==> src/tkr_pkg.sv <==
// Shared types, constants and register codes for the touch keypad serial reader.
package tkr_pkg;

   localparam int FRAME_BITS_DEFAULT = 16;
   localparam int TOUCH_W            = 16;
   localparam int TIMER_W            = 20;
   localparam int POLL_W             = 8;
   localparam int CSR_INDEX_W        = 3;
   localparam int CSR_DATA_W         = 20;

   localparam logic [15:0]      START_LOW_RESET = 16'd1100;
   localparam logic [15:0]      HALF_BIT_RESET  = 16'd1000;
   localparam logic [TIMER_W-1:0] POLL_GAP_RESET = 20'd10000;
   localparam logic             INVERT_MASK_RESET = 1'b1;
   localparam logic [TOUCH_W-1:0] BUTTON_MASK_RESET = 16'h0000;
   localparam logic [POLL_W-1:0] PRESS_POLLS_RESET   = 8'd3;
   localparam logic [POLL_W-1:0] RELEASE_POLLS_RESET = 8'd3;

   typedef enum logic [CSR_INDEX_W-1:0] {
      CSR_START_LOW     = 3'd0,
      CSR_HALF_BIT      = 3'd1,
      CSR_POLL_GAP      = 3'd2,
      CSR_INVERT_MASK   = 3'd3,
      CSR_BUTTON_MASK   = 3'd4,
      CSR_PRESS_POLLS   = 3'd5,
      CSR_RELEASE_POLLS = 3'd6
   } tkr_csr_index_type;

   typedef struct packed {
      logic [15:0]          start_low_ticks;
      logic [15:0]          half_bit_ticks;
      logic [TIMER_W-1:0]   poll_gap_ticks;
      logic                 invert_mask;
      logic [TOUCH_W-1:0]   button_mask;
      logic [POLL_W-1:0]    press_polls;
      logic [POLL_W-1:0]    release_polls;
   } tkr_cfg_type;

   typedef struct packed {
      logic                 scl_level;
      logic                 frame_done;
      logic [TOUCH_W-1:0]   word;
   } tkr_frame_type;

   typedef struct packed {
      logic                 scl_level;
      logic                 frame_done;
      logic [TOUCH_W-1:0]   touch_mask;
      logic                 button_down;
      logic                 just_pressed;
      logic                 just_released;
   } tkr_rsp_type;

endpackage

==> src/tkr_out_buf.sv <==
// Result register with a skid entry that absorbs one result under backpressure; the core stalls once it is full.
module tkr_out_buf
   import tkr_pkg::*;
(
   input  logic        clock,
   input  logic        reset,
   input  logic        push,
   input  tkr_rsp_type push_data,
   output logic        space,
   output logic        out_valid,
   input  logic        out_ready,
   output tkr_rsp_type out_data
);

   logic        main_valid_ff, skid_valid_ff;
   tkr_rsp_type main_ff, skid_ff;
   logic        pop;

   assign pop   = main_valid_ff && out_ready;
   assign space = !skid_valid_ff;

   always_ff @(posedge clock) begin
      if (reset) begin
         main_valid_ff <= 1'b0;
         skid_valid_ff <= 1'b0;
      end else if (pop && skid_valid_ff) begin
         skid_valid_ff <= 1'b0;
      end else if (pop) begin
         main_valid_ff <= push;
      end else if (push) begin
         if (main_valid_ff) begin
            skid_valid_ff <= 1'b1;
         end else begin
            main_valid_ff <= 1'b1;
         end
      end
   end

   always_ff @(posedge clock) begin
      if (pop && skid_valid_ff) begin
         main_ff <= skid_ff;
      end else if (push && (pop || !main_valid_ff)) begin
         main_ff <= push_data;
      end
      if (push && main_valid_ff && !pop) begin
         skid_ff <= push_data;
      end
   end

   assign out_valid = main_valid_ff;
   assign out_data  = main_ff;

endmodule

==> config.mk <==
export PLATFORM = sky130hd
export DESIGN_NAME = tkr_out_buf
export DESIGN_NICKNAME = d
export VERILOG_FILES = /design/src/tkr_pkg.sv /design/src/tkr_out_buf.sv
export SDC_FILE = /design/constraint.sdc
export NUM_CORES = 1
export LEC_CHECK = 0
export ABC_AREA = 1
export ABC_CLOCK_PERIOD_IN_PS = 5500
export BUFFER_PORTS_ARGS = -buffer_cell sky130_fd_sc_hd__clkbuf_2
export CAP_MARGIN = 20
export CORE_MARGIN = 5
export CORE_UTILIZATION = 40
export CTS_CLUSTER_DIAMETER = 60
export DETAILED_ROUTE_END_ITERATION = 8
export HOLD_SLACK_MARGIN = 0.05
export REMOVE_ABC_BUFFERS = 1
export SLEW_MARGIN = 30
export SYNTH_ARGS = -nofsm -noshare
export SYNTH_HDL_FRONTEND = slang
export SYNTH_SLANG_ARGS = --single-unit
==> constraint.sdc <==
create_clock -name clock -period 5.5 [get_ports clock]
set_clock_uncertainty 0.05 [all_clocks]
set_input_delay 0.275 -clock clock [delete_from_list [all_inputs] [get_ports clock]]
set_output_delay 0.275 -clock clock [all_outputs]
set_load 0.02 [all_outputs]
* Word-level counts from Yosys, hierarchy flattened
Index checks and enable logic that the tools add are counted.
Word-level totals: input port bits 25, flip-flop bits (word level) 44, word-level logic and storage cells 34, output and inout bits 23
Operators by class: reductions and logical operators 14, muxes and demuxes 4, bitwise gates (word level) 2
Operators with widths (number):
- 21-bit 2-to-1 mux | 2
- 1-bit logical AND | 5
- 2-bit nonzero test | 2
- 1-bit zero test | 3
- 3-bit AND reduction | 1
- 1-bit 2-to-1 mux | 2
- 1-bit inverter | 2
- 2-bit AND reduction | 1
- 2-bit OR reduction | 1
- 1-bit logical OR | 1

* Depth between registers and ports, before layout
depth after elaboration 5, gate-level depth with buffers 4, gate-level depth less buffers 4

* Worst setup path before layout
No wires, ideal clock.
path kind register to register, start point reg main_valid_ff, in the netlist out_valid, end point reg main_ff (netlist bit out_data[0]), enable pin, clock period less this slack 2.182 ns, cell stages (with the launch flop) 3, data arrival time 1.726 ns, path slack 3.318 ns, library setup time 0.406 ns, required time 5.044 ns, buffers on the path 0, path through dfxtp_1 nand2_1 a21oi_1
Between the ends: cells in the longest elaborated chain, start to end 4, elaborated cells between the ends (all ways) 6, classes of those cells reduce/logical: 6
Ends and longest elaborated chain:
- from (decl) | line tkr_out_buf.sv:15 | logic main_valid_ff, skid_valid_ff;
- from (signal assigned) | line tkr_out_buf.sv:29 | main_valid_ff <= push;
- 1-bit logical AND or 1-bit zero test (tied branches) | line tkr_out_buf.sv:19, tkr_out_buf.sv:42
- 1-bit logical OR | line tkr_out_buf.sv:42 | end else if (push && (pop || !main_valid_ff)) begin
- 1-bit logical AND | line tkr_out_buf.sv:42
- 2-bit nonzero test (no source line) *
- to (signal assigned) | line tkr_out_buf.sv:41 | main_ff <= skid_ff;
- to (signal assigned) | line tkr_out_buf.sv:43 | main_ff <= push_data;
- to (decl) | line tkr_out_buf.sv:16 | tkr_rsp_type main_ff, skid_ff;
Mark *: on every way between the ends. The rest lies on a longest branch, timed or not. A chain may end at the register's enable or synchronous reset.

* Final worst setup path
start point reg main_valid_ff, in the netlist out_valid, end point reg skid_ff[5] (netlist bit), enable pin
Between the ends: cells in the longest elaborated chain, start to end 3, elaborated cells between the ends (all ways) 4, classes of those cells reduce/logical: 4
Ends and longest elaborated chain:
- 1-bit logical AND | line tkr_out_buf.sv:19 | assign pop = main_valid_ff && out_ready;
- 1-bit zero test | line tkr_out_buf.sv:45 | if (push && main_valid_ff && !pop) begin
- 1-bit logical AND * | line tkr_out_buf.sv:45
- to (signal assigned) | line tkr_out_buf.sv:46 | skid_ff <= push_data;
- to (decl) | line tkr_out_buf.sv:16
Marked as above.

==> impl_results.md <==
* Status: finished, final reports clean
* CTS buffer count at 5
* CTS resizes at 0
* Fin. Hold Viols at 0
* Synth-to-layout area growth at 19.5%
* WL final at about 3.0 mm
* Least-Margin Pin Slew at 848 ps
* Die area at roughly 0.0058 mm2
* P_int at between 0.0004 and 0.0005 W
* Layout cell share with drive strength beyond 1 at 43.3%
* Clock-pin transition on the worst setup and hold timing paths at about 80 ps
* Max Freq at just over 0.6 GHz
* Post-DRT Antenna Nets at 0
* Rel. slew slack at 43.4%
* Clock Path Buffers at 2
* Clk sinks at 44
* FF-to-FF path depth at 2
* Seq pwr share at just over 60%
* Placeable Area at ~0.0043 mm2
* Max-cap violation count at 0
* CP cell instances: nand3_1, inv_1
* Arrival @ worst endpoint at around 1500 ps
* Detail Placement HPWL at approximately 2.1 mm
* Sum Neg Setup Slack at 0 ps
* H-tree level count at 2
* Pre-CTS setup slack at around 3800 ps
* Unrepaired setup endpoints after global routing: no
* Clock share of power at between 20% and 30%
* Setup CP Type: reg2reg
* Hold Path Stages at 2
* Fin crit period at around 1600 ps
* DR vias at just over 1000
* Max-slew violations at 0
* Overflow after GRT at 0
* Synthesized area at ~0.0018 mm2
* Yosys cell types at 10
* WP data required at around 5400 ps
* Antenna violations before repair at 0
* WHS Endpoint: out_valid
* Syn_area_per_cell at roughly 14 um2
* Largest net degree at the start of global routing at between 40 and 50
* Clock Tree Root: clkbuf_8
* Skew-Pair Late Insertion Delay at about 290 ps
* Reg2reg start: out_valid
* Psw at 0.000145 W
* Hold Slack at about 110 ps
* Reg2reg setup slack at between 3000 and 4000 ps
* Overall power at approximately 0.00064 W
* GRT Util Overall at around a tenth
* Ys Warns at 0
* # rows at 24
* Setup-failing EPs final at 0
* GPL Wtd Cong at 0.631
* DRT iter0 DRCs at 53
* CTS tree: yes
* Final net count at 203
* Die W at roughly 76 um
* HP Start: reset
* Fill cells at ~420
* Number of setup buffers added after CTS at 0
* Die height at roughly 76 um
* Initial core utilization at between 40 and 50%
* Worst r2r dst: skid_ff[5]
* DR DRC count at 0
* HP Class: in2reg
* Mapped Cells at roughly 130
* Period utilization at roughly 30%
* Vias/cell at between 4 and 5
* Worst setup margin at about 3900 ps
* Number of global-route vias before repair at about 1100
* Leakage power at about 0.95 nW
* Max Fanout on Critical Path at 21
* I/O Pins at 48
* Crit path launch type: register
* WL/cell at ~13 um
* Sequential area share after synthesis at approximately three quarters
* Antenna diodes at 0
* Power Dens Cells at 302 mW/mm2
* 1st-pass router iterations at 4
* Hold buffers post-CTS at 0
* Number of port buffers at between 40 and 50
* Power share of the combinational group at about a tenth
* Yosys reg bits at between 40 and 50
* Crit-path max cell delay at between 600 and 700 ps
* Slowest cell on crit path: inv_1
* Crit. End Element: register
* Max IR drop VDD at roughly 0.12 mV
* Wire length of the first global-routing pass at a little under 5 mm
* Sw Ratio at a little under a quarter
[metrics by stage]
step	util (%)	cell area [um2]	cells
6_report	48.8	2110	230
5_1_grt	48.8	2110	230
2_1_floorplan	-	1720	123
4_1_cts	48.8	2110	230
3_3_place_gp	47.0	2030	223
3_5_place_dp	47.0	2030	223
[sequential cells by signal (all words and copies together) (netlist names)]
name,flops
out_data,21
skid_ff,21
out_valid,1
skid_valid_ff,1
[Yosys cell counts (all sizes together)]
master   n  area, um2
edfxtp  42       1260
inv     27        101
nand2   24       90.1
o21ai   21        184
buf      4       45.0
nor2     3       11.3
a21oi    2       10.0
dfxtp    2       40.0
nand3    2       22.5
[how the worst max path moves through the flow]
stage,endpoint,depth (start not counted),start
floorplan,out_data[0],2,out_valid
global placement,skid_ff[10],4,out_ready
detailed placement,skid_ff[20],2,out_valid
CTS,skid_ff[12],2,out_valid
global route,skid_ff[4],2,out_valid
finish,skid_ff[5],2,out_valid
[layout make-up]
cell class	count	area [um2]	area share (%)
clock buffer	6	72.6	3.44
timing repair buffer	48	243	11.5
inverter	27	101	4.80
clock inverter	1	5.00	0.237
sequential	44	1300	61.7
tap	52	65.1	3.08
multi-input combinational	52	322	15.2
[routing by layer]
layer,share of wire (%),global-route usage [%],wire length (um),vias up
met3,6.7,4.73,204,2
met2,49,17.4,1470,32
li1,-,-,-,522
met1,44,12.1,1330,475
met5,0,0,0,-
met4,0.59,3.67,18,0
[worst max-delay path: cells and delay by family, from the launching register on]
kind          cells  cell delay (ps)
buf+inv           1              640
simple gates      1              140
flops             1              440
[cells by family (layout without fill, tap and decap cells)]
group	Yosys count	in the layout	share of synthesized area, %
compound gates	23	23	11.0
simple gates	29	29	7.02
flops	44	44	73.7
buf+inv	31	82	8.29
[placed cells by master (no fill, tap or decap)]
master    instances
buf_4             1
nand2_1          24
nand3_4           1
nor2_1            3
dfxtp_1           2
clkbuf_2         47
o21ai_2          21
clkinv_2          1
inv_1            27
edfxtp_1         42
a21oi_1           1
a21oi_2           1
clkbuf_1          1
nand3_1           1
clkbuf_8          5
[power groups by stage]
stage	logic, W	registers, W	clock network, W
after floorplan	0.0000200	0.000411	0
after global placement	0.0000603	0.000397	0
after detailed placement	0.0000620	0.000398	0
after CTS	0.0000624	0.000390	0.000193
after global routing	0.0000665	0.000391	0.000206
final	0.0000609	0.000389	0.000187
Power figures use the tool's default switching activity.
