--- src/tkr_pkg.sv ---
// Shared types, constants and register codes for the touch keypad serial reader.
package tkr_pkg;

   localparam int FRAME_BITS_DEFAULT = 16;
   localparam int TOUCH_W            = 16;
   localparam int TIMER_W            = 20;
   localparam int POLL_W             = 8;
   localparam int CSR_INDEX_W        = 3;
   localparam int CSR_DATA_W         = 20;

   localparam logic [15:0]      START_LOW_RESET = 16'd1100;
   localparam logic [15:0]      HALF_BIT_RESET  = 16'd1000;
   localparam logic [TIMER_W-1:0] POLL_GAP_RESET = 20'd10000;
   localparam logic             INVERT_MASK_RESET = 1'b1;
   localparam logic [TOUCH_W-1:0] BUTTON_MASK_RESET = 16'h0000;
   localparam logic [POLL_W-1:0] PRESS_POLLS_RESET   = 8'd3;
   localparam logic [POLL_W-1:0] RELEASE_POLLS_RESET = 8'd3;

   typedef enum logic [CSR_INDEX_W-1:0] {
      CSR_START_LOW     = 3'd0,
      CSR_HALF_BIT      = 3'd1,
      CSR_POLL_GAP      = 3'd2,
      CSR_INVERT_MASK   = 3'd3,
      CSR_BUTTON_MASK   = 3'd4,
      CSR_PRESS_POLLS   = 3'd5,
      CSR_RELEASE_POLLS = 3'd6
   } tkr_csr_index_type;

   typedef struct packed {
      logic [15:0]          start_low_ticks;
      logic [15:0]          half_bit_ticks;
      logic [TIMER_W-1:0]   poll_gap_ticks;
      logic                 invert_mask;
      logic [TOUCH_W-1:0]   button_mask;
      logic [POLL_W-1:0]    press_polls;
      logic [POLL_W-1:0]    release_polls;
   } tkr_cfg_type;

   typedef struct packed {
      logic                 scl_level;
      logic                 frame_done;
      logic [TOUCH_W-1:0]   word;
   } tkr_frame_type;

   typedef struct packed {
      logic                 scl_level;
      logic                 frame_done;
      logic [TOUCH_W-1:0]   touch_mask;
      logic                 button_down;
      logic                 just_pressed;
      logic                 just_released;
   } tkr_rsp_type;

endpackage

--- src/tkr_debounce.sv ---
// Touch mask latch and button debounce with press and release edge flags.
module tkr_debounce
   import tkr_pkg::*;
(
   input  logic          clock,
   input  logic          reset,
   input  logic          step,
   input  tkr_cfg_type   cfg,
   input  tkr_frame_type frame,
   output tkr_rsp_type   result
);

   logic [TOUCH_W-1:0] touch_ff, touch_in;
   logic               stable_ff, stable_in;
   logic [POLL_W-1:0]  count_ff, count_in;
   logic               raw;
   logic [POLL_W-1:0]  need;
   logic [POLL_W-1:0]  count_inc;
   logic               update;

   always_comb begin
      update    = step && frame.frame_done;
      raw       = |(frame.word & cfg.button_mask);
      need      = raw ? cfg.press_polls : cfg.release_polls;
      count_inc = count_ff + POLL_W'(1);
      touch_in  = touch_ff;
      stable_in = stable_ff;
      count_in  = count_ff;
      if (update) begin
         touch_in = frame.word;
         if (raw == stable_ff) begin
            count_in = '0;
         end else if (count_inc >= need) begin
            stable_in = raw;
            count_in  = '0;
         end else begin
            count_in = count_inc;
         end
      end
   end

   always_ff @(posedge clock) begin
      if (reset) begin
         touch_ff  <= '0;
         stable_ff <= 1'b0;
         count_ff  <= '0;
      end else begin
         touch_ff  <= touch_in;
         stable_ff <= stable_in;
         count_ff  <= count_in;
      end
   end

   assign result.scl_level      = frame.scl_level;
   assign result.frame_done     = frame.frame_done;
   assign result.touch_mask     = touch_in;
   assign result.button_down    = stable_in;
   assign result.just_pressed   = update && !stable_ff && stable_in;
   assign result.just_released  = update && stable_ff && !stable_in;

endmodule

--- config.mk ---
export PLATFORM = sky130hd
export DESIGN_NAME = tkr_debounce
export DESIGN_NICKNAME = d
export VERILOG_FILES = /design/src/tkr_pkg.sv /design/src/tkr_debounce.sv
export SDC_FILE = /design/constraint.sdc
export NUM_CORES = 1
export LEC_CHECK = 0
export ABC_AREA = 1
export BUFFER_PORTS_ARGS = -buffer_cell sky130_fd_sc_hd__buf_2
export CAP_MARGIN = 20
export CORE_UTILIZATION = 35
export CTS_CLUSTER_DIAMETER = 50
export CTS_CLUSTER_SIZE = 10
export DETAILED_ROUTE_END_ITERATION = 8
export PLACE_DENSITY = 0.72
export SYNTH_ARGS = -nofsm -noshare
export SYNTH_HDL_FRONTEND = slang
export SYNTH_SLANG_ARGS = --single-unit
export TNS_END_PERCENT = 5
--- constraint.sdc ---
create_clock -name clock -period 2.26 [get_ports clock]
set_input_delay 0.113 -clock clock [delete_from_list [all_inputs] [get_ports clock]]
set_output_delay 0.113 -clock clock [all_outputs]
set_load 0.01 [all_outputs]
---- Yosys cells after proc, flatten, opt, wreduce, memory -nomap -nowiden ----
Index checks and enable logic that the tools add are counted.
operators by class
  add/sub/neg operators ................... 1
  multipliers ............................. 0
  divide/modulo/power cells ............... 0
  order comparisons ....................... 1
  eq/ne operators ......................... 1
  shift-type cells ........................ 0
  multiplexer cells ....................... 7
  bitwise operators ....................... 1
  reduce and logical (&&, ||, !) cells .... 8
operators with widths
  kind                                          number
  two-way mux 8 bit                             3
  bitwise AND 16 bit                            1
  two-way mux 16 bit                            1
  OR reduction 16 bit                           1
  adder 8 x 1 -> 8 bit (second input constant)  1
  greater-or-equal comparator 8 bit             1
  logical AND 1 bit                             5
  two-way mux 1 bit                             3
  logical NOT 1 bit                             2
  == test 1 bit                                 1
storage, ports and cells
  flip-flop bits (word level) ............. 25
  latch bits .............................. 0
  RAM bits ................................ 0
  memory bits (read-only) ................. 0
  input bits .............................. 106
  output and inout bits ................... 21
  logic and storage cells ................. 22
  memories kept ........................... 0

---- Depth between registers and ports, before layout ----
  word-level depth ........................ 9
  gate-level depth with buffers ........... 19
  depth with buffers taken out ............ 18

---- Worst setup path before layout ----
No wires, ideal clock.
  path type ............................... in2reg
  start point ............................. input port cfg[20] (netlist name)
  end point ............................... register count_ff[1]
  setup time .............................. 0.068 ns
  arrival time ............................ 1.975 ns
  data required time ...................... 2.192 ns
  slack ................................... 0.217 ns
  stages .................................. 16
  path buffers ............................ 0
  cell sequence ........................... nand2_1 nand2_1 nor2_1 nand2_2 nor2_8 mux2_2 ha_1 nand2_1 nor2_1 nor2_1 nand2_1 nand2_1 nand3_1 nor2_1 nand2_1 a21oi_2
on the way
  longest elaborated chain between the ends .. 6
  elaborated cells on any way between the ends .. 7
  those cells by class .................... order compare: 1; eq/ne: 1; mux: 3; bitwise: 1; reduce/logical: 1
RTL lines
  what                               line                RTL
  start: declaration                 tkr_debounce.sv:8   input tkr_cfg_type cfg,
  bitwise AND 16 bit *               tkr_debounce.sv:23  raw = |(frame.word & cfg.button_mask);
  OR reduction 16 bit *              tkr_debounce.sv:23
  two-way mux 8 bit                  tkr_debounce.sv:24  need = raw ? cfg.press_polls : cfg.release_polls;
  greater-or-equal comparator 8 bit  tkr_debounce.sv:33  end else if (count_inc >= need) begin
  two-way mux 8 bit                  tkr_debounce.sv:33
  two-way mux 8 bit *                tkr_debounce.sv:31  if (raw == stable_ff) begin
  end signal: assignment             tkr_debounce.sv:50  count_ff <= count_in;
  end: declaration                   tkr_debounce.sv:15  logic [POLL_W-1:0] count_ff, count_in;
Mark *: on every way between the ends. The rest lies on a longest branch, timed or not.
A chain may end at the register's enable or synchronous reset.

==> out/qor.csv <==
metric,value,unit
status,finished with violations,
failing checks,"design-rule violations, negative setup slack",
"Slew Viols, Final",0,
num ports,127,
Synth cell types,23,
Placer Congestion,0.7896,
initial antenna violation count,0,
Post-Synthesis Net Count,363,
final setup vio count,3,
Required @ worst endpoint,2.15,ns
wl on met1,1692,µm
final period utilization,1.031,
"antenna viol nets, final",0,
most frequent cells in the layout,"71 x buf_2, 54 x nand2_1, 38 x inv_1",
setup_tns,-0.1225,ns
synth top area cells,"dfxtp_1 30%, nand2_1 14%, nor2_1 8.9%",
Synth top area share,0.3030,
TritonRoute pass-1 iters,6,
post-route clock skew,0.001327,ns
CTS Buf Count,3,
CP cell instances,ha_4 -> nand2_4 -> nor2_4 -> nand2_2 -> xor2_2 -> inv_1 -> ha_1 -> nand2_1 -> nor2_1 -> nor2_2 -> nand2_2 -> nand2_2 -> nand2_2 -> nand2_2 -> inv_1 -> buf_2,
vias,1707,
Slew HR,0.6409,
DR vias/cell,4.434,
Tot GR Track Use,0.1505,
"Clk pin slew, worst setup/hold paths",0.08,ns
fraction of layout cells with a size suffix above 1,0.4414,
maximum clock frequency,0.4291,GHz
Pwr per Cell Area,415.3,mW/mm²
min Tclk post-route,2.330,ns
HP Class,primary input to register,
vias in the first global route,1491,
worst-path fanout max,3,
antenna fix cells,0,
first-pass GRT wire length,6092,µm
Syn-to-layout area delta,40.30,%
WL/cell,9.971,µm
hold depth,3,
Placement Setup Slack,-0.1071,ns
die height,70.70,µm
number of cell rows,24,
Final WS setup,-0.07021,ns
drt initial violations,59,
Setup CP Type,register to primary output,
CTS Hold Bufs,0,
largest net degree at the start of global routing,26,
metal2 WL,1945,µm
Core ar.,0.004444,mm²
largest buffer count on any clock path,2,
critical path's largest stage delay,0.39,ns
RR Startpoint,count_ff[0],
Die Width,70.70,µm
clock latency on the worst-skew pair,0.26,ns
"Core Util, Final",0.5214,
sequential area share after synthesis,0.3030,
CTS tree,built,
HPWL after DPL,2770,µm
Worst EP arrival,2.22,ns
Mapped Cells,248,
critical path launch point type,register,
"Hold Vio Cnt, Final",0,
IO Port Bufs,71,
hold path startpoint,frame[13],
register bit total from synthesis,25,
Max IR drop VDD,379.1,µV
Pleak,1.350,nW
die area,0.004998,mm²
max cap viols,0,
DRC errors left,6,
Detailed Route WL,3839,µm
met3 WL post-DR,160,µm
Setup crit end kind,primary output,
cell depth of the worst flop-to-flop path,18,
Critical-path top delay cell,dfxtp_4,
Root Buffer,clkbuf_8,
"most common cell after layout, fill and taps aside",buf_2,
Yosys top cell by area,dfxtp_1,
"Cell Area, Synth",0.001652,mm²
slew of the pin with the lowest slew margin,0.5387,ns
fin nets,449,
H-tree depth,1,
"most used cell, CP",nand2_2,
RSZ-0062 raised after global routing,yes,
Synth Warn #,0,
final hold slack,0.1469,ns
total power,0.0009623,W
worst r2r dst,stable_ff,
clk sink count,25,
Syn Area/Cell,6.660,µm²
highest metal layer with signal wires,met4,
worst hold endpoint,touch_ff[13],
starting density of the core,0.3716,
r2r setup slk,0,ns
grt ovf,0,
[what timing repair did]
action,in CTS,in global routing
pin swaps,8,13
setup endpoints to repair,10,12
gates resized for setup,14,19
setup buffers,7,4
cloned,0,0
[worst max path at each step]
stage | start | end | slack, ns | cells after the start
CTS | count_ff[0] | result[2] | -0.10 | 14
finish | count_ff[0] | result[2] | -0.07 | 16
detailed placement | frame[5] | count_ff[5] | -0.11 | 19
global placement | frame[4] | count_ff[7] | -0.07 | 19
global route | count_ff[3] | result[2] | -0.22 | 14
floorplan | cfg[20] | count_ff[1] | 0.22 | 16
[report_power, final]
group / leakage [nW] / switching [W] / internal (W)
Sequential: 0.208 / 0.00000722 / 0.000459
Combinational: 1.12 / 0.000125 / 0.000114
Clock: 0.0228 / 0.000131 / 0.000126
[metal layers]
metal,up-vias,global-route usage
li1,919,-
met1,746,0.1727
met2,38,0.2821
met3,4,0.03134
met4,0,0.04000
met5,-,0
[stage by stage]
stage                     instances  cell area (µm²)
final                           385             2317
after global routing            385             2317
after CTS                       381             2230
after detailed placement        370             2087
after global placement          370             2087
after floorplan                 248             1652
[logic make-up (layout without fill, tap and decap cells)]
| logic type | after synthesis | count (layout) | share of synthesized area |
|---|---|---|---|
| AOI/OAI and AO/OA | 30 | 30 | 0.1136 |
| muxes | 8 | 8 | 0.04924 |
| DFF | 25 | 25 | 0.3030 |
| adders and majority gates | 9 | 9 | 0.06818 |
| xor gates and xnor gates | 3 | 3 | 0.01591 |
| and+or+nand+nor | 126 | 126 | 0.3364 |
| buffers and inverters | 47 | 132 | 0.1136 |
[flip-flops by register name, indices dropped and copies added, names as in the netlist]
register	flops
touch_ff	16
stable_ff	1
count_ff	8
[critical path: cells and delay by family (launching register included)]
| family | cells | cell delay, ns |
|---|---|---|
| buf+inv | 3 | 0.23 |
| xor+xnor | 1 | 0.15 |
| simple gates | 10 | 0.77 |
| flops | 1 | 0.39 |
| fa+ha+maj | 2 | 0.41 |
[cell type report]
| type | instances | area (µm²) |
|---|---|---|
| clock buffers | 4 | 45.04 |
| fillers | 438 | 2127 |
| inverters | 38 | 142.6 |
| multi-input cells | 176 | 1049 |
| flip-flops and latches | 25 | 514.2 |
| well taps | 52 | 65.06 |
| repair buffers | 90 | 501.7 |
[cell usage after synthesis]
cell type	n
a21o_1	2
a21oi_1	1
a21oi_2	8
buf_4	3
clkbuf_1	6
dfxtp_1	25
ha_1	9
inv_1	38
mux2_2	1
mux2i_1	7
nand2_1	62
nand2_2	2
nand2_4	2
nand3_1	3
nand4_1	1
nor2_1	39
nor2_8	1
o21ai_0	17
o21ai_1	1
o21bai_1	1
or2_2	16
xnor2_1	1
xor2_1	2
Note: power is estimated with default switching activity, not from simulation.
