[src/tkr_pkg.sv]
// Shared types, constants and register codes for the touch keypad serial reader.
package tkr_pkg;

   localparam int FRAME_BITS_DEFAULT = 16;
   localparam int TOUCH_W            = 16;
   localparam int TIMER_W            = 20;
   localparam int POLL_W             = 8;
   localparam int CSR_INDEX_W        = 3;
   localparam int CSR_DATA_W         = 20;

   localparam logic [15:0]      START_LOW_RESET = 16'd1100;
   localparam logic [15:0]      HALF_BIT_RESET  = 16'd1000;
   localparam logic [TIMER_W-1:0] POLL_GAP_RESET = 20'd10000;
   localparam logic             INVERT_MASK_RESET = 1'b1;
   localparam logic [TOUCH_W-1:0] BUTTON_MASK_RESET = 16'h0000;
   localparam logic [POLL_W-1:0] PRESS_POLLS_RESET   = 8'd3;
   localparam logic [POLL_W-1:0] RELEASE_POLLS_RESET = 8'd3;

   typedef enum logic [CSR_INDEX_W-1:0] {
      CSR_START_LOW     = 3'd0,
      CSR_HALF_BIT      = 3'd1,
      CSR_POLL_GAP      = 3'd2,
      CSR_INVERT_MASK   = 3'd3,
      CSR_BUTTON_MASK   = 3'd4,
      CSR_PRESS_POLLS   = 3'd5,
      CSR_RELEASE_POLLS = 3'd6
   } tkr_csr_index_type;

   typedef struct packed {
      logic [15:0]          start_low_ticks;
      logic [15:0]          half_bit_ticks;
      logic [TIMER_W-1:0]   poll_gap_ticks;
      logic                 invert_mask;
      logic [TOUCH_W-1:0]   button_mask;
      logic [POLL_W-1:0]    press_polls;
      logic [POLL_W-1:0]    release_polls;
   } tkr_cfg_type;

   typedef struct packed {
      logic                 scl_level;
      logic                 frame_done;
      logic [TOUCH_W-1:0]   word;
   } tkr_frame_type;

   typedef struct packed {
      logic                 scl_level;
      logic                 frame_done;
      logic [TOUCH_W-1:0]   touch_mask;
      logic                 button_down;
      logic                 just_pressed;
      logic                 just_released;
   } tkr_rsp_type;

endpackage

[src/tkr_frame.sv]
// Clock line sequencer and serial shift register for one keypad frame.
module tkr_frame
   import tkr_pkg::*;
#(
   parameter int FRAME_BITS = FRAME_BITS_DEFAULT
) (
   input  logic          clock,
   input  logic          reset,
   input  logic          step,
   input  logic          sdo_level,
   input  tkr_cfg_type   cfg,
   output tkr_frame_type frame
);

   localparam int IDX_W = $clog2(FRAME_BITS + 1);

   typedef enum logic [1:0] {
      PH_IDLE,
      PH_START,
      PH_HIGH,
      PH_LOW
   } phase_type;

   phase_type              phase_ff, phase_in;
   logic [TIMER_W-1:0]     timer_ff, timer_in;
   logic [IDX_W-1:0]       bit_ff, bit_in;
   logic [FRAME_BITS-1:0]  shift_ff, shift_in;

   logic [TIMER_W-1:0]     len;
   logic [TIMER_W-1:0]     len_eff;
   logic [TIMER_W:0]       timer_inc;
   logic                   ends;
   logic [IDX_W-1:0]       bit_inc;
   logic [FRAME_BITS-1:0]  rev;
   logic [FRAME_BITS-1:0]  word;
   logic                   done;

   always_comb begin
      case (phase_ff)
         PH_IDLE:  len = cfg.poll_gap_ticks;
         PH_START: len = TIMER_W'(cfg.start_low_ticks);
         default:  len = TIMER_W'(cfg.half_bit_ticks);
      endcase
      len_eff   = (len == '0) ? TIMER_W'(1) : len;
      timer_inc = {1'b0, timer_ff} + (TIMER_W+1)'(1);
      ends      = timer_inc >= {1'b0, len_eff};
      bit_inc   = bit_ff + IDX_W'(1);

      phase_in = phase_ff;
      timer_in = timer_ff;
      bit_in   = bit_ff;
      shift_in = shift_ff;
      done     = 1'b0;
      if (step) begin
         if (!ends) begin
            timer_in = timer_inc[TIMER_W-1:0];
         end else begin
            timer_in = '0;
            case (phase_ff)
               PH_IDLE: begin
                  bit_in   = '0;
                  shift_in = '0;
                  phase_in = PH_START;
               end
               PH_START: phase_in = PH_HIGH;
               PH_HIGH: begin
                  shift_in = {shift_ff[FRAME_BITS-2:0], sdo_level};
                  phase_in = PH_LOW;
               end
               default: begin
                  if (bit_inc >= IDX_W'(FRAME_BITS)) begin
                     done     = 1'b1;
                     bit_in   = '0;
                     phase_in = PH_IDLE;
                  end else begin
                     bit_in   = bit_inc;
                     phase_in = PH_HIGH;
                  end
               end
            endcase
         end
      end
   end

   // chip sends the first pad first; reverse so bit n is pad n plus one
   always_comb begin
      for (int i = 0; i < FRAME_BITS; i++) begin
         rev[i] = shift_ff[FRAME_BITS-1-i];
      end
      word = cfg.invert_mask ? ~rev : rev;
   end

   always_ff @(posedge clock) begin
      if (reset) begin
         phase_ff <= PH_IDLE;
         timer_ff <= '0;
         bit_ff   <= '0;
         shift_ff <= '0;
      end else begin
         phase_ff <= phase_in;
         timer_ff <= timer_in;
         bit_ff   <= bit_in;
         shift_ff <= shift_in;
      end
   end

   assign frame.scl_level  = (phase_ff == PH_IDLE) || (phase_ff == PH_HIGH);
   assign frame.frame_done = done;
   assign frame.word       = TOUCH_W'(word);

endmodule

[config.mk]
export PLATFORM = sky130hd
export DESIGN_NAME = tkr_frame
export DESIGN_NICKNAME = d
export VERILOG_FILES = /design/src/tkr_pkg.sv /design/src/tkr_frame.sv
export SDC_FILE = /design/constraint.sdc
export NUM_CORES = 1
export LEC_CHECK = 0
export BUFFER_PORTS_ARGS = -buffer_cell sky130_fd_sc_hd__clkbuf_2
export CAP_MARGIN = 20
export CELL_PAD_IN_SITES_DETAIL_PLACEMENT = 1
export CELL_PAD_IN_SITES_GLOBAL_PLACEMENT = 2
export CORE_MARGIN = 3
export CORE_UTILIZATION = 28
export DETAILED_ROUTE_END_ITERATION = 6
export PLACE_DENSITY = 0.79
export SLEW_MARGIN = 5
export SYNTH_ARGS = -nofsm -noshare
export SYNTH_HDL_FRONTEND = slang
export SYNTH_SLANG_ARGS = --single-unit
[constraint.sdc]
create_clock -name clock -period 4.56 [get_ports clock]
set_input_delay 0.228 -clock clock [delete_from_list [all_inputs] [get_ports clock]]
set_output_delay 0.228 -clock clock [all_outputs]
set_load 0.01 [all_outputs]
---- After elaboration in Yosys (flattened, before gate mapping) ----
Cells that the tools add are included.
storage, ports and cells
  bits in registers ....................... 43
  logic and storage cells ................. 34
  output and inout bits ................... 18
operators by class
  multiplexer cells ....................... 13
  add/subtract/negate cells ............... 2
  eq/ne operators ......................... 2
  order comparisons ....................... 2
  reductions and logical operators ........ 9
  bitwise logic cells ..................... 2
operator list
  cell                   number
  $mux 20                2
  $pmux 20 s2            1
  $pmux 16 s2            1
  $add 20x1->21 const B  1
  $ge 21x20->1           1
  $logic_not 20->1       1
  $mux 16                1
  $not 16->16            1
  $pmux 5 s2             1
  $pmux 2 s3             1
  $reduce_and 3->1       2
  $add 5x1->5 const B    1
  $ge 5x5->1 const B     1
  $mux 5                 1
  $mux 1                 4
  $reduce_or 3->1        1
  $eq 2x1->1 const B     1
  $eq 2x2->1 const B     1
  $logic_not 2->1        1
  $mux 2                 1
  $reduce_and 2->1       1
  $reduce_bool 2->1      1
  $reduce_or 2->1        1
  $logic_or 1x1->1       1
  $not 1->1              1

---- Longest topological paths before layout ----
  depth in word-level cells ............... 7
  mapped depth ............................ 19
  gate-level depth less buffers ........... 16

---- Worst setup path before layout ----
OpenSTA, ideal clock, no wires.
  kind .................................... reg-to-output
  start ................................... reg phase_ff[0]
  end ..................................... out frame[16] (netlist name)
  path buffers ............................ 5
  data arrival time ....................... 3608 ps
  data required time ...................... 4332 ps
  setup slack ............................. 724 ps
  stages on the path, launching flop included .. 20
  cells stage by stage .................... dfxtp_1 -> inv_1 -> ha_1 -> or2_0 -> buf_2 -> clkbuf_1 -> o21ai_0 -> nand2_1 -> or3_1 -> o32ai_1 -> ha_1 -> nand2b_1 -> a21oi_1 -> o21ai_0 -> a31oi_2 -> and3_1 -> buf_6 -> buf_2 -> nor3_1 -> buf_4
on the way
  longest elaborated chain between the ends .. 7
RTL lines
  element                                               line                              text
  start, declared                                       tkr_frame.sv:24                   phase_type phase_ff, phase_in;
  start signal, assigned                                tkr_frame.sv:100                  phase_ff <= phase_in;
  $eq 2x1->1 / $logic_not 2->1 (equally long branches)  tkr_frame.sv:39, tkr_frame.sv:59
  $pmux 20 s2                                           tkr_frame.sv:39                   case (phase_ff)
  $logic_not 20->1                                      tkr_frame.sv:44                   len_eff = (len == '0) ? TIMER_W'(1) : len;
  $mux 20                                               tkr_frame.sv:44
  $ge 21x20->1                                          tkr_frame.sv:46                   ends = timer_inc >= {1'b0, len_eff};
  $mux 1 (*)                                            tkr_frame.sv:55                   if (!ends) begin
  $mux 1 (*)                                            tkr_frame.sv:54                   if (step) begin
  end, declared                                         tkr_frame.sv:12                   output tkr_frame_type frame
Mark *: on every way between the ends. The rest lies on a longest branch, timed or not.

==> flow_summary_export.csv <==
group,metric,value,unit
final_layout,n_fill_cell,1363,
final_layout,multiInputGateArea,2173,µm²
worst_setup_path,reg2reg_slack,0.43,ns
worst_setup_path,reg2reg_depth,19,
floorplanning,die_y,112.7,µm
timing,slew-limit-headroom,43.38,%
power_and_ir_drop,switching_share,24.32,%
route,avgViaCountPerCell,5.154,
timing,layout_min_cycle_time,4.208,ns
yosys,synth_nets,528,
yosys,synthArstFlopShare,0,%
timing,clock-skew-final,0.004509,ns
floorplanning,die-width,112.7,µm
placement,port_buffers,74,
clocking,htree_num_levels,2,
power_and_ir_drop,clockPowerShare,46.9,%
grt,track_usage,15.39,%
route,drt_iter0_markers,164,
grt,antenna_found_initial,0,
route,vias,3185,
yosys,synth.avg_cell_area,7.735,µm²
worst_setup_path,r2r_end,"shift_ff[15]$_SDFFE_PP0P_",
worst_setup_path,cp_data_arrival_time,3.98,ns
clocking,clkTransAtPathRegs,0.06,ns
timing,setup_slack,0.3525,ns
clocking,holdBufCountCts,0,
route,ant_nets,0,
final_layout,final_common_cell,"clkbuf_2",
worst_setup_path,crit_fanout,16,
clocking,clkLatencyLatePin,0.29,ns
worst_setup_path,worstPathRequired,4.33,ns
worst_setup_path,cp-end-kind,"primary output",
final_layout,layout-drive-gt1-share,23.22,%
floorplanning,initial_core_util,29.02,%
route,wl_per_cell,15.82,µm
floorplanning,io_pins,107,
power_and_ir_drop,ir_drop,0.0001295,V
final_layout,seqCellArea,860.8,µm²
status,status,"complete, no violations",
floorplanning,rows,38,
min_path,hold_end,"shift_ff[0]$_SDFFE_PP0P_",
clocking,cts.sinks,43,
power_and_ir_drop,intPower,0.0006767,W
yosys,seq_area_frac_synth,27.01,%
clocking,clockBufferDepth,2,
min_path,worst_hold_path_type,"in -> reg",
placement,dpl_worst_slack,-0.05255,ns
grt,grt_max_degree,30,
power_and_ir_drop,p_leak,1.637,nW
flow_run,maxCapViolCount,0,
grt,grt_pass1_wl,16360,µm
grt,grt.overflow.total,0,
timing,finalHoldViolations,0,
timing,setup-violations-final,0,
grt,grt_pass1_vias,3319,
clocking,tritoncts,"done",
yosys,synthFlopType,"dfxtp_1",
final_layout,n_antenna_cell,0,
yosys,ys_warn_count,0,
final_layout,area_delta_synth_final,21.63,%
yosys,syn_inst,412,
clocking,cts_buffers,5,
floorplanning,dieArea,12700,µm²
final_layout,fin_cells,618,
timing,final_max_slew_viol_count,0,
yosys,netlist_area,3187,µm²
yosys,synth_largest_area_cell,"dfxtp_1",
worst_setup_path,rr_startpoint,"phase_ff[0]$_SDFFE_PP0P_",
worst_setup_path,crit_path_start_kind,"flop",
final_layout,nets,593,
yosys,yosys_register_bits,43,
power_and_ir_drop,p_per_area,230.7,nW/µm²
timing,min_period_over_period,92.27,%
timing,max_freq,237.7,MHz
route,wl,9779,µm
min_path,worstHoldPathCells,3,
timing,max_slew.worst_pin.slew,0.8383,ns
power_and_ir_drop,combPwrFrac,10.7,%
yosys,synth_cell_types,54,
floorplanning,design.core.area,10980,µm²
power_and_ir_drop,seqPwrFrac,42.4,%
yosys,synth_top_area_share,27.01,%
placement,place_congestion,0.7962,
yosys,synthTopCellsByArea,"dfxtp_1, ha_1, nand2_1",
route,drc,0,
yosys,synth_edf_count,0,
power_and_ir_drop,p_sw,0.0002174,W
placement,dpl.hpwl,7728,µm
min_path,holdCritStartpoint,"sdo_level",
clocking,clock_tree.root_cell,"clkbuf_16",
placement,post-place-cells,609,
route,dr.pass1.iters,4,
final_layout,layout_common_cells,"clkbuf_2, nand2_1, dfxtp_1, o21ai_0",
worst_setup_path,crit_type,"reg -> out",
timing,rsz0062_at_grt,"false",
[critical path, stage by stage (launching register included)]
cell	delay, ns
dfxtp_1	0.36
inv_1	0.13
ha_2	0.26
buf_6	0.18
nor2b_1	0.13
o21ai_0	0.13
o21ai_0	0.19
nand4_1	0.13
or3_1	0.36
o32ai_2	0.31
ha_1	0.27
nand2b_1	0.14
a21oi_1	0.13
o21ai_0	0.14
a31oi_2	0.27
and3_2	0.30
nor3_1	0.08
clkbuf_2	0.17
[timing repair]
item                       4_1_cts  5_1_grt
pin swaps                        0        1
setup endpoints to repair       14       39
buffers inserted                 0        1
resized for setup                3        8
[worst max path at each step]
stage,to,slack [ns],cells after the start,startpoint
3_3_place_gp,phase_ff[0]$_SDFFE_PP0P_,0.08,16,phase_ff[0]$_SDFFE_PP0P_
4_1_cts,shift_ff[15]$_SDFFE_PP0P_,0.003,16,phase_ff[0]$_SDFFE_PP0P_
3_5_place_dp,shift_ff[15]$_SDFFE_PP0P_,-0.05,16,phase_ff[0]$_SDFFE_PP0P_
6_report,frame[16],0.35,17,phase_ff[0]$_SDFFE_PP0P_
2_1_floorplan,frame[16],0.72,19,phase_ff[0]$_SDFFE_PP0P_
5_1_grt,frame[16],0.04,17,phase_ff[0]$_SDFFE_PP0P_
[stage by stage]
stage	hold WS, ns	util [%]	setup TNS, ns	instance area, µm²	power, W
after floorplan	0.3868	-	0	3187	0.0004350
after CTS	0.1855	34.96	0	3840	0.0009069
after detailed placement	0.4698	33.39	-0.06151	3667	0.0004837
after global routing	0.2114	35.29	0	3876	0.0009341
final	0.1956	35.29	0	3876	0.0008941
after global placement	0.4523	33.39	0	3667	0.0004813
[power groups by stage]
stage | clock network, W | registers, W | logic, W
after global placement | 0 | 0.000387 | 0.0000941
final | 0.000420 | 0.000379 | 0.0000959
after floorplan | 0 | 0.000387 | 0.0000484
after detailed placement | 0 | 0.000387 | 0.0000964
after global routing | 0.000447 | 0.000379 | 0.000108
after CTS | 0.000432 | 0.000379 | 0.0000968
[metal layers]
metal | share of wire, % | vias to the layer above | global-route usage [%]
met5 | 0 | - | 0
met4 | 0.64 | 0 | 2.404
met3 | 2.3 | 8 | 2.588
met2 | 48 | 33 | 25.79
met1 | 49 | 1550 | 21.16
li1 | - | 1594 | -
[sequential cells by signal (all words and copies together), names as in the netlist]
name      flops
timer_ff     20
phase_ff      2
bit_ff        5
shift_ff     16
[synth_stat cells (all sizes together), types with 3 or more instances]
cell	count
nand3	28
a21oi	24
xnor2	12
buf	12
nand2b	3
nand3b	5
or4	5
xor2	24
dfxtp	43
nand4	5
o21ai	32
ha	27
nor2	14
inv	8
clkbuf	16
nand2	69
nor3	3
and3	8
o32ai	3
nor2b	15
a31oi	12
nand4b	5
o22ai	15
[cells by family after synthesis]
kind of cell    Yosys count  synth area share (%)
simple gates            170                 28.11
compound gates           97                 18.06
mux                       2                0.6282
buf+inv                  37                 5.693
xor+xnor                 36                 9.894
flops                    43                 27.01
fa+ha+maj                27                 10.60
[area by class of cell]
cell class / count / share of cell area, %
multi-input combinational: 332 / 56.07
sequential: 43 / 22.21
timing repair buffer: 86 / 11.98
tap: 140 / 4.519
clock buffer: 5 / 3.228
clock inverter: 3 / 1.130
inverter: 9 / 0.8715
(Power assumes the default switching activity.)
