<file path="config.mk">
export PLATFORM = sky130hd
export DESIGN_NAME = tkr_csr
export DESIGN_NICKNAME = d
export VERILOG_FILES = /design/src/tkr_pkg.sv /design/src/tkr_csr.sv
export SDC_FILE = /design/constraint.sdc
export NUM_CORES = 1
export LEC_CHECK = 0
export ABC_AREA = 1
export BUFFER_PORTS_ARGS = -buffer_cell sky130_fd_sc_hd__buf_2
export CORE_MARGIN = 3
export CORE_UTILIZATION = 45
export CTS_BUF_LIST = sky130_fd_sc_hd__clkbuf_16
export CTS_CLUSTER_SIZE = 10
export DETAILED_ROUTE_END_ITERATION = 6
export HOLD_SLACK_MARGIN = 0.06
export PLACE_DENSITY_LB_ADDON = 0.05
export SETUP_SLACK_MARGIN = 0.5
export SYNTH_ARGS = -nofsm -noshare
export SYNTH_HDL_FRONTEND = slang
export SYNTH_SLANG_ARGS = --single-unit
</file>
<file path="constraint.sdc">
create_clock -name clock -period 0.9 [get_ports clock]
set_input_delay 0.135 -clock clock [delete_from_list [all_inputs] [get_ports clock]]
set_output_delay 0.135 -clock clock [all_outputs]
set_load 0.1 [all_outputs]
</file>
<file path="src/tkr_pkg.sv">
// Shared types, constants and register codes for the touch keypad serial reader.
package tkr_pkg;

   localparam int FRAME_BITS_DEFAULT = 16;
   localparam int TOUCH_W            = 16;
   localparam int TIMER_W            = 20;
   localparam int POLL_W             = 8;
   localparam int CSR_INDEX_W        = 3;
   localparam int CSR_DATA_W         = 20;

   localparam logic [15:0]      START_LOW_RESET = 16'd1100;
   localparam logic [15:0]      HALF_BIT_RESET  = 16'd1000;
   localparam logic [TIMER_W-1:0] POLL_GAP_RESET = 20'd10000;
   localparam logic             INVERT_MASK_RESET = 1'b1;
   localparam logic [TOUCH_W-1:0] BUTTON_MASK_RESET = 16'h0000;
   localparam logic [POLL_W-1:0] PRESS_POLLS_RESET   = 8'd3;
   localparam logic [POLL_W-1:0] RELEASE_POLLS_RESET = 8'd3;

   typedef enum logic [CSR_INDEX_W-1:0] {
      CSR_START_LOW     = 3'd0,
      CSR_HALF_BIT      = 3'd1,
      CSR_POLL_GAP      = 3'd2,
      CSR_INVERT_MASK   = 3'd3,
      CSR_BUTTON_MASK   = 3'd4,
      CSR_PRESS_POLLS   = 3'd5,
      CSR_RELEASE_POLLS = 3'd6
   } tkr_csr_index_type;

   typedef struct packed {
      logic [15:0]          start_low_ticks;
      logic [15:0]          half_bit_ticks;
      logic [TIMER_W-1:0]   poll_gap_ticks;
      logic                 invert_mask;
      logic [TOUCH_W-1:0]   button_mask;
      logic [POLL_W-1:0]    press_polls;
      logic [POLL_W-1:0]    release_polls;
   } tkr_cfg_type;

   typedef struct packed {
      logic                 scl_level;
      logic                 frame_done;
      logic [TOUCH_W-1:0]   word;
   } tkr_frame_type;

   typedef struct packed {
      logic                 scl_level;
      logic                 frame_done;
      logic [TOUCH_W-1:0]   touch_mask;
      logic                 button_down;
      logic                 just_pressed;
      logic                 just_released;
   } tkr_rsp_type;

endpackage

</file>
<file path="src/tkr_csr.sv">
// Configuration register bank with write-only access.
module tkr_csr
   import tkr_pkg::*;
(
   input  logic                   clock,
   input  logic                   reset,
   input  logic                   csr_we,
   input  logic [CSR_INDEX_W-1:0] csr_index,
   input  logic [CSR_DATA_W-1:0]  csr_wdata,
   output tkr_cfg_type            cfg
);

   tkr_cfg_type cfg_ff;

   always_ff @(posedge clock) begin
      if (reset) begin
         cfg_ff.start_low_ticks <= START_LOW_RESET;
         cfg_ff.half_bit_ticks  <= HALF_BIT_RESET;
         cfg_ff.poll_gap_ticks  <= POLL_GAP_RESET;
         cfg_ff.invert_mask     <= INVERT_MASK_RESET;
         cfg_ff.button_mask     <= BUTTON_MASK_RESET;
         cfg_ff.press_polls     <= PRESS_POLLS_RESET;
         cfg_ff.release_polls   <= RELEASE_POLLS_RESET;
      end else if (csr_we) begin
         case (tkr_csr_index_type'(csr_index))
            CSR_START_LOW:     cfg_ff.start_low_ticks <= csr_wdata[15:0];
            CSR_HALF_BIT:      cfg_ff.half_bit_ticks  <= csr_wdata[15:0];
            CSR_POLL_GAP:      cfg_ff.poll_gap_ticks  <= csr_wdata[TIMER_W-1:0];
            CSR_INVERT_MASK:   cfg_ff.invert_mask     <= csr_wdata[0];
            CSR_BUTTON_MASK:   cfg_ff.button_mask     <= csr_wdata[TOUCH_W-1:0];
            CSR_PRESS_POLLS:   cfg_ff.press_polls     <= csr_wdata[POLL_W-1:0];
            CSR_RELEASE_POLLS: cfg_ff.release_polls   <= csr_wdata[POLL_W-1:0];
            default: ;
         endcase
      end
   end

   assign cfg = cfg_ff;

endmodule

</file>
==> impl_metrics.csv, run 1 <==
group,metric,value,unit
cts,numCtsBuffers,9,
synth,syn_inst,480,
outcome,firstError,"[ERROR DPL-0038] Utilization greater than 100%, impossible to legalize",
placed_design,portBuffers,110,
placed_design,dp_hpwl,8590,um
synth,synth_area_per_cell,6.95,um^2
synth,synth_seq_cells,85,
cts,post_cts_buffers,34,
synth,ys_types,13,
placed_design,dpl_cell_area,6020,um^2
synth,synthesis.area,3340,um^2
outcome,lastStage,"clock tree synthesis (4_1_cts)",
cts,cts.sinks,85,
die,start_util,47.8,%
cts,clk_path_buf_depth,2,
synth,yosysSeqAreaShare,51.0,%
die,die_w,92.1,um
placed_design,pre_cts_ws,-0.282,ns
placed_design,place.gp.congestion,0.833,
die,io_pins,111,
synth,synth_nets,506,
outcome,status,"aborted with a tool error",
die,chipHeight,92.1,um
die,rows,30,
cts,root_buffer,"clkbuf_16",
cts,cts-resized-gates,209,
cts,htreeDepth,3,
synth,ys_warn_count,0,
==> through the flow <==
step | setup TNS [ns] | instances | hold WS [ns]
after floorplan | 0 | 480 | 0.260
after global placement | -16.03 | 680 | 0.361
after detailed placement | -19.52 | 680 | 0.366
==> cell usage after synthesis (all sizes together) <==
library cell | n | area (um^2)
inv | 26 | 97.6
nand2 | 115 | 432
o21ai | 1 | 5.00
nand3 | 85 | 425
clkbuf | 6 | 22.5
buf | 21 | 105
dfxtp | 85 | 1700
nor2 | 141 | 549
==> logic make-up after synthesis <==
kind of cell | share of synthesized area, %
AO/OA/AOI/OAI | 0.150
buffers and inverters | 6.75
AND/OR/NAND/NOR | 42.1
flip-flops | 51.0
==> run 2: changes to the inputs <==
CORE_UTILIZATION = 40   (was 45)
CTS_BUF_LIST = unset   (was sky130_fd_sc_hd__clkbuf_16)
CTS_CLUSTER_SIZE = unset   (was 10)
HOLD_SLACK_MARGIN = unset   (was 0.06)
PLACE_DENSITY_LB_ADDON = 0.15   (was 0.05)
SETUP_SLACK_MARGIN = unset   (was 0.5)
clock period = 1.15 ns   (was 0.9 ns; I/O delays follow)
==> impl_metrics.csv, run 2 <==
group,metric,value,unit
die,die_w,97.4,um
synth,ys_types,13,
critical_path,critical-path-max-stage-delay,0.38,ns
sta,timing.setup.tns,0,ns
cts,htreeDepth,3,
drt,wl_met3,742,um
critical_path,crit_path_top_delay_cell,"dfxtp_2",
cts,cts.sinks,85,
synth,syn_inst,480,
synth,synthesis.area,3340,um^2
sta,max_freq,928,MHz
placed_design,place.gp.congestion,0.820,
critical_path,cp-end-kind,"output port",
die,start_util,42.1,%
layout,final_common_cell,"nor2_1",
cts,numCtsBuffers,9,
power,power_leakage,2.50,nW
synth,synth_area_leaders,"dfxtp_1 51%, nor2_1 15%, nand2_1 13%",
critical_path,r2r_slack,0.52,ns
drt,wirelength,9950,um
layout,nNetsFinal,615,
critical_path,path_buf_inv,1,
global_route,grt_overflow_total,0,
layout,fin_util,70.8,%
drt,drcViolationCount,0,
layout,drive_gt1_share,38.9,%
layout,final_cell_mix,"135 x nor2_1, 115 x nand2_1, 90 x buf_12",
synth,synth_top_area_share,51.0,%
global_route,antenna_found_initial,0,
layout,areaGrowthSynthToFinish,68.1,%
synth,yosysSeqAreaShare,51.0,%
drt,met2_wirelength,4800,um
cts,cts-resized-gates,0,
synth,synth-edff-count,0,
drt,num_vias,3393,
sta,setup_slack,0.0728,ns
sta,rsz0062_at_grt,"no",
cts,root_buffer,"clkbuf_8",
synth,yosysTopAreaCell,"dfxtp_1",
synth,synthTopCellsByCount,"137 x nor2_1, 115 x nand2_1, 85 x dfxtp_1, 85 x nand3_1, 25 x inv_1",
placed_design,dp_hpwl,7350,um
sta,final.min_clock_period,1.08,ns
drt,via_per_inst,4.88,
placed_design,pre_cts_ws,-0.0938,ns
cts,clk_path_buf_depth,2,
sta,relSlewSlack,57.0,%
power,powerDensity,1200,nW/um^2
sta,worst_slew_pin_slew,0.644,ns
min_path,hold_path.class,"primary input to flop",
drt,firstDrtPassIters,4,
critical_path,crit_required,0.98,ns
critical_path,cp_top_family,"flip-flops",
synth,ys_warn_count,0,
cts,cts_tree,"done",
drt,met1_length,4270,um
cts,clk_pin_slew,0.09,ns
critical_path,cp-start-kind,"flop",
synth,synth_nets,506,
die,dieArea,9480,um^2
sta,fin_crit_sh,93.7,%
sta,hold_slack,0.0379,ns
critical_path,arrival,0.90,ns
power,power.total,6.74,mW
critical_path,path_max_fanout,2,
die,coreArea,7930,um^2
global_route,grt_pass1_vias,3280,
cts,clk_latency,0.34,ns
drt,post_drt_wl_per_cell,14.3,um
sta,fin_skew,0,ns
layout,largest_register_ffs,85,
global_route,grt_pass1_wl,16200,um
power,vdd_drop_max,0.000789,V
sta,setup_viol_count_final,0,
die,io_pins,111,
die,rows,32,
critical_path,path_cells,"buf_12",
cts,cts_hold_buffers,0,
synth,synth_seq_cells,85,
synth,async_reset_ff_share,0,%
job,maxCapViolCount,0,
synth,synth_ff_type,"dfxtp_1",
outcome,status,"completed",
drt,drt_iter0_drc,189,
sta,maxSlewViolCount,0,
placed_design,portBuffers,110,
die,chipHeight,97.4,um
sta,finalHoldViolCount,0,
critical_path,crit_type,"flop to output port",
synth,yosysMostFrequentCell,"nor2_1",
global_route,grtUsageTotal,21.1,%
synth,synth_area_per_cell,6.95,um^2
cts,post_cts_buffers,0,
global_route,grt_start_max_net_pins,44,
drt,ant_nets,0,
drt,maxUsedRoutingLayer,"met4",
layout,antenna_cells,0,
run 2: cell counts after synthesis:
Identical to the previous run, type by type.
run 2: cell families (layout without fill, tap and decap cells):
family	after synthesis	in the layout	share of synthesized area, %
buffers and inverters	53	167	6.75
AO/OA/AOI/OAI	1	1	0.150
flip-flops	85	85	51.0
AND/OR/NAND/NOR	341	341	42.1
run 2: area by class of cell:
type	instances	area, um^2
clock buffers	12	135
clock inverters	4	25.0
fillers	614	2320
inverters	26	97.6
multi-input cells	342	1420
flip-flops and latches	85	1810
well taps	102	128
repair buffers	125	2000
run 2: final timing paths:
check,startpoint,to,cells after the start
min,csr_wdata[13],cfg[46],3
max,cfg[68],cfg[68],1
min reg2reg,cfg[1],cfg[1],2
max reg2reg,cfg[36],cfg[36],2
run 2: through the flow:
stage	cell area, um^2	instances
4_1_cts	5610	696
6_report	5610	696
3_3_place_gp	5450	680
3_5_place_dp	5450	680
5_1_grt	5610	696
2_1_floorplan	3440	480
run 2: worst register-to-register path, delay by kind of cell (launching register included):
kind	cells	cell delay, ns
DFF	1	0.34
and+or+nand+nor	2	0.19
run 2: routing by layer:
layer	global-route usage [%]	vias to the layer above
li1	-	1700
met1	26.8	1559
met3	5.67	11
met2	35.0	123
met5	0	-
met4	6.71	0
run 2: power breakdown:
part	internal [mW]	switching (mW)	total (mW)
Sequential	3.07	0.112	3.18
Combinational	0.588	1.16	1.75
Clock	0.781	1.03	1.81
(Power assumes the default switching activity.)
==> run 3: changes to the inputs <==
CELL_PAD_IN_SITES_DETAIL_PLACEMENT = 1   (was unset)
CELL_PAD_IN_SITES_GLOBAL_PLACEMENT = 2   (was unset)
CORE_UTILIZATION = 26   (was 40)
==> impl_metrics.csv, run 3 (same netlist as run 2, synthesis figures left out) <==
group,metric,value,unit
drt,post_drt_wl_per_cell,15.7,um
sta,setup_viol_count_final,0,
global_route,grt_start_max_net_pins,50,
global_route,grt_overflow_total,0,
sta,maxSlewViolCount,0,
sta,fin_crit_sh,94.5,%
cts,htreeDepth,3,
critical_path,path_buf_inv,1,
cts,cts-resized-gates,0,
placed_design,dp_hpwl,9100,um
global_route,antenna_found_initial,0,
cts,cts_tree,"done",
critical_path,crit_required,0.98,ns
power,switching_share,31.1,%
layout,nFillCells,1441,
layout,largest_register_ffs,85,
die,dieArea,14200,um^2
die,rows,40,
power,combPwrFrac,22.8,%
cts,clk_path_buf_depth,2,
power,vdd_drop_max,0.000767,V
sta,finalHoldViolCount,0,
global_route,grtUsageTotal,17.6,%
cts,clk_pin_slew,0.06,ns
power,seqPwrFrac,40.8,%
global_route,grt_pass1_wl,19400,um
layout,fin_util,47.9,%
layout,final_cell_mix,"135 x nor2_1, 115 x nand2_1, 90 x buf_12",
drt,num_vias,3389,
cts,cts.sinks,85,
cts,post_cts_buffers,0,
sta,max_freq,920,MHz
drt,wirelength,12000,um
power,power.total,7.82,mW
power,cell_internal_pwr,5.39,mW
drt,firstDrtPassIters,4,
drt,via_per_inst,4.42,
sta,fin_skew,0,ns
sta,worst_slew_pin_slew,0.768,ns
cts,numCtsBuffers,9,
die,start_util,27.2,%
layout,areaGrowthSynthToFinish,75.8,%
drt,ant_nets,0,
sta,hold_slack,0.0517,ns
critical_path,crit_path_top_delay_cell,"dfxtp_2",
placed_design,portBuffers,110,
power,netSwitchingPower,2.43,mW
layout,regArea,1810,um^2
die,io_pins,111,
drt,drcViolationCount,0,
layout,drive_gt1_share,39.6,%
sta,relSlewSlack,48.7,%
job,maxCapViolCount,0,
sta,final.min_clock_period,1.09,ns
layout,nNetsFinal,622,
drt,drt_iter0_drc,141,
die,chipHeight,119,um
layout,final_common_cell,"nor2_1",
power,power_leakage,2.60,nW
cts,clk_latency,0.35,ns
critical_path,path_cells,"buf_12",
power,clockPowerShare,36.5,%
cts,root_buffer,"clkbuf_16",
placed_design,place.gp.congestion,0.779,
layout,multiInputGateArea,1420,um^2
critical_path,path_max_fanout,2,
power,powerDensity,1330,nW/um^2
cts,cts_hold_buffers,0,
critical_path,cp-end-kind,"output port",
critical_path,cp-start-kind,"flop",
sta,rsz0062_at_grt,"no",
placed_design,dpl_cell_area,5590,um^2
layout,antenna_cells,0,
outcome,status,"completed",
die,die_w,119,um
min_path,hold_path.class,"primary input to flop",
global_route,grt_pass1_vias,3574,
critical_path,arrival,0.91,ns
critical_path,crit_type,"flop to output port",
critical_path,cp_top_family,"flip-flops",
die,coreArea,12300,um^2
critical_path,critical-path-max-stage-delay,0.38,ns
layout,final_area,5870,um^2
run 3: changes by cell type in the layout (fill, tap and decap cells not counted), sizes merged:
cell      change
buf           +7
clkinv        -1
clkinvlp      -2
bufinv        +1
run 3: cell type report:
| class | instances | share of cell area [%] |
|---|---|---|
| Clock buffer | 12 | 4.20 |
| Clock inverter | 2 | 0.597 |
| Inverter | 26 | 1.66 |
| Multi-Input combinational cell | 342 | 24.1 |
| Sequential cell | 85 | 30.8 |
| Tap cell | 168 | 3.58 |
| Timing Repair Buffer | 132 | 35.0 |
run 3: path summary, 6_finish.rpt:
check	start	endpoint	slack, ns	cells past startpoint
setup / recovery	cfg[20]	cfg[20]	0.06	1
hold / removal	csr_wdata[4]	cfg[37]	0.05	3
setup reg to reg	cfg[68]	cfg[68]	0.53	2
hold reg to reg	cfg[8]	cfg[8]	0.50	2
run 3: per-stage QoR:
step / cells / TNS [ns] / setup WS, ns
2_1_floorplan: 480 / 0 / 0.192
3_3_place_gp: 753 / -7.84 / -0.149
3_5_place_dp: 753 / -10.39 / -0.274
4_1_cts: 767 / 0 / 0.0398
5_1_grt: 767 / 0 / 0.0325
6_report: 767 / 0 / 0.0630
run 3: routing by layer:
layer  global-route usage, %  share of wire, %  vias up
met2                    29.5                50       74
met5                       0                 0        -
met3                    4.46               5.0       14
met4                    7.09               1.8        0
li1                        -                 -     1712
met1                    21.5                43     1589
run 3: power by group through the flow:
| stage | sequential, mW | clock (mW) | combinational (mW) |
|---|---|---|---|
| after floorplan | 3.94 | 0 | 0.362 |
| after global placement | 3.25 | 0 | 1.77 |
| after detailed placement | 3.26 | 0 | 1.79 |
| after CTS | 3.19 | 2.98 | 1.80 |
| after global routing | 3.20 | 3.07 | 1.88 |
| final | 3.19 | 2.85 | 1.78 |
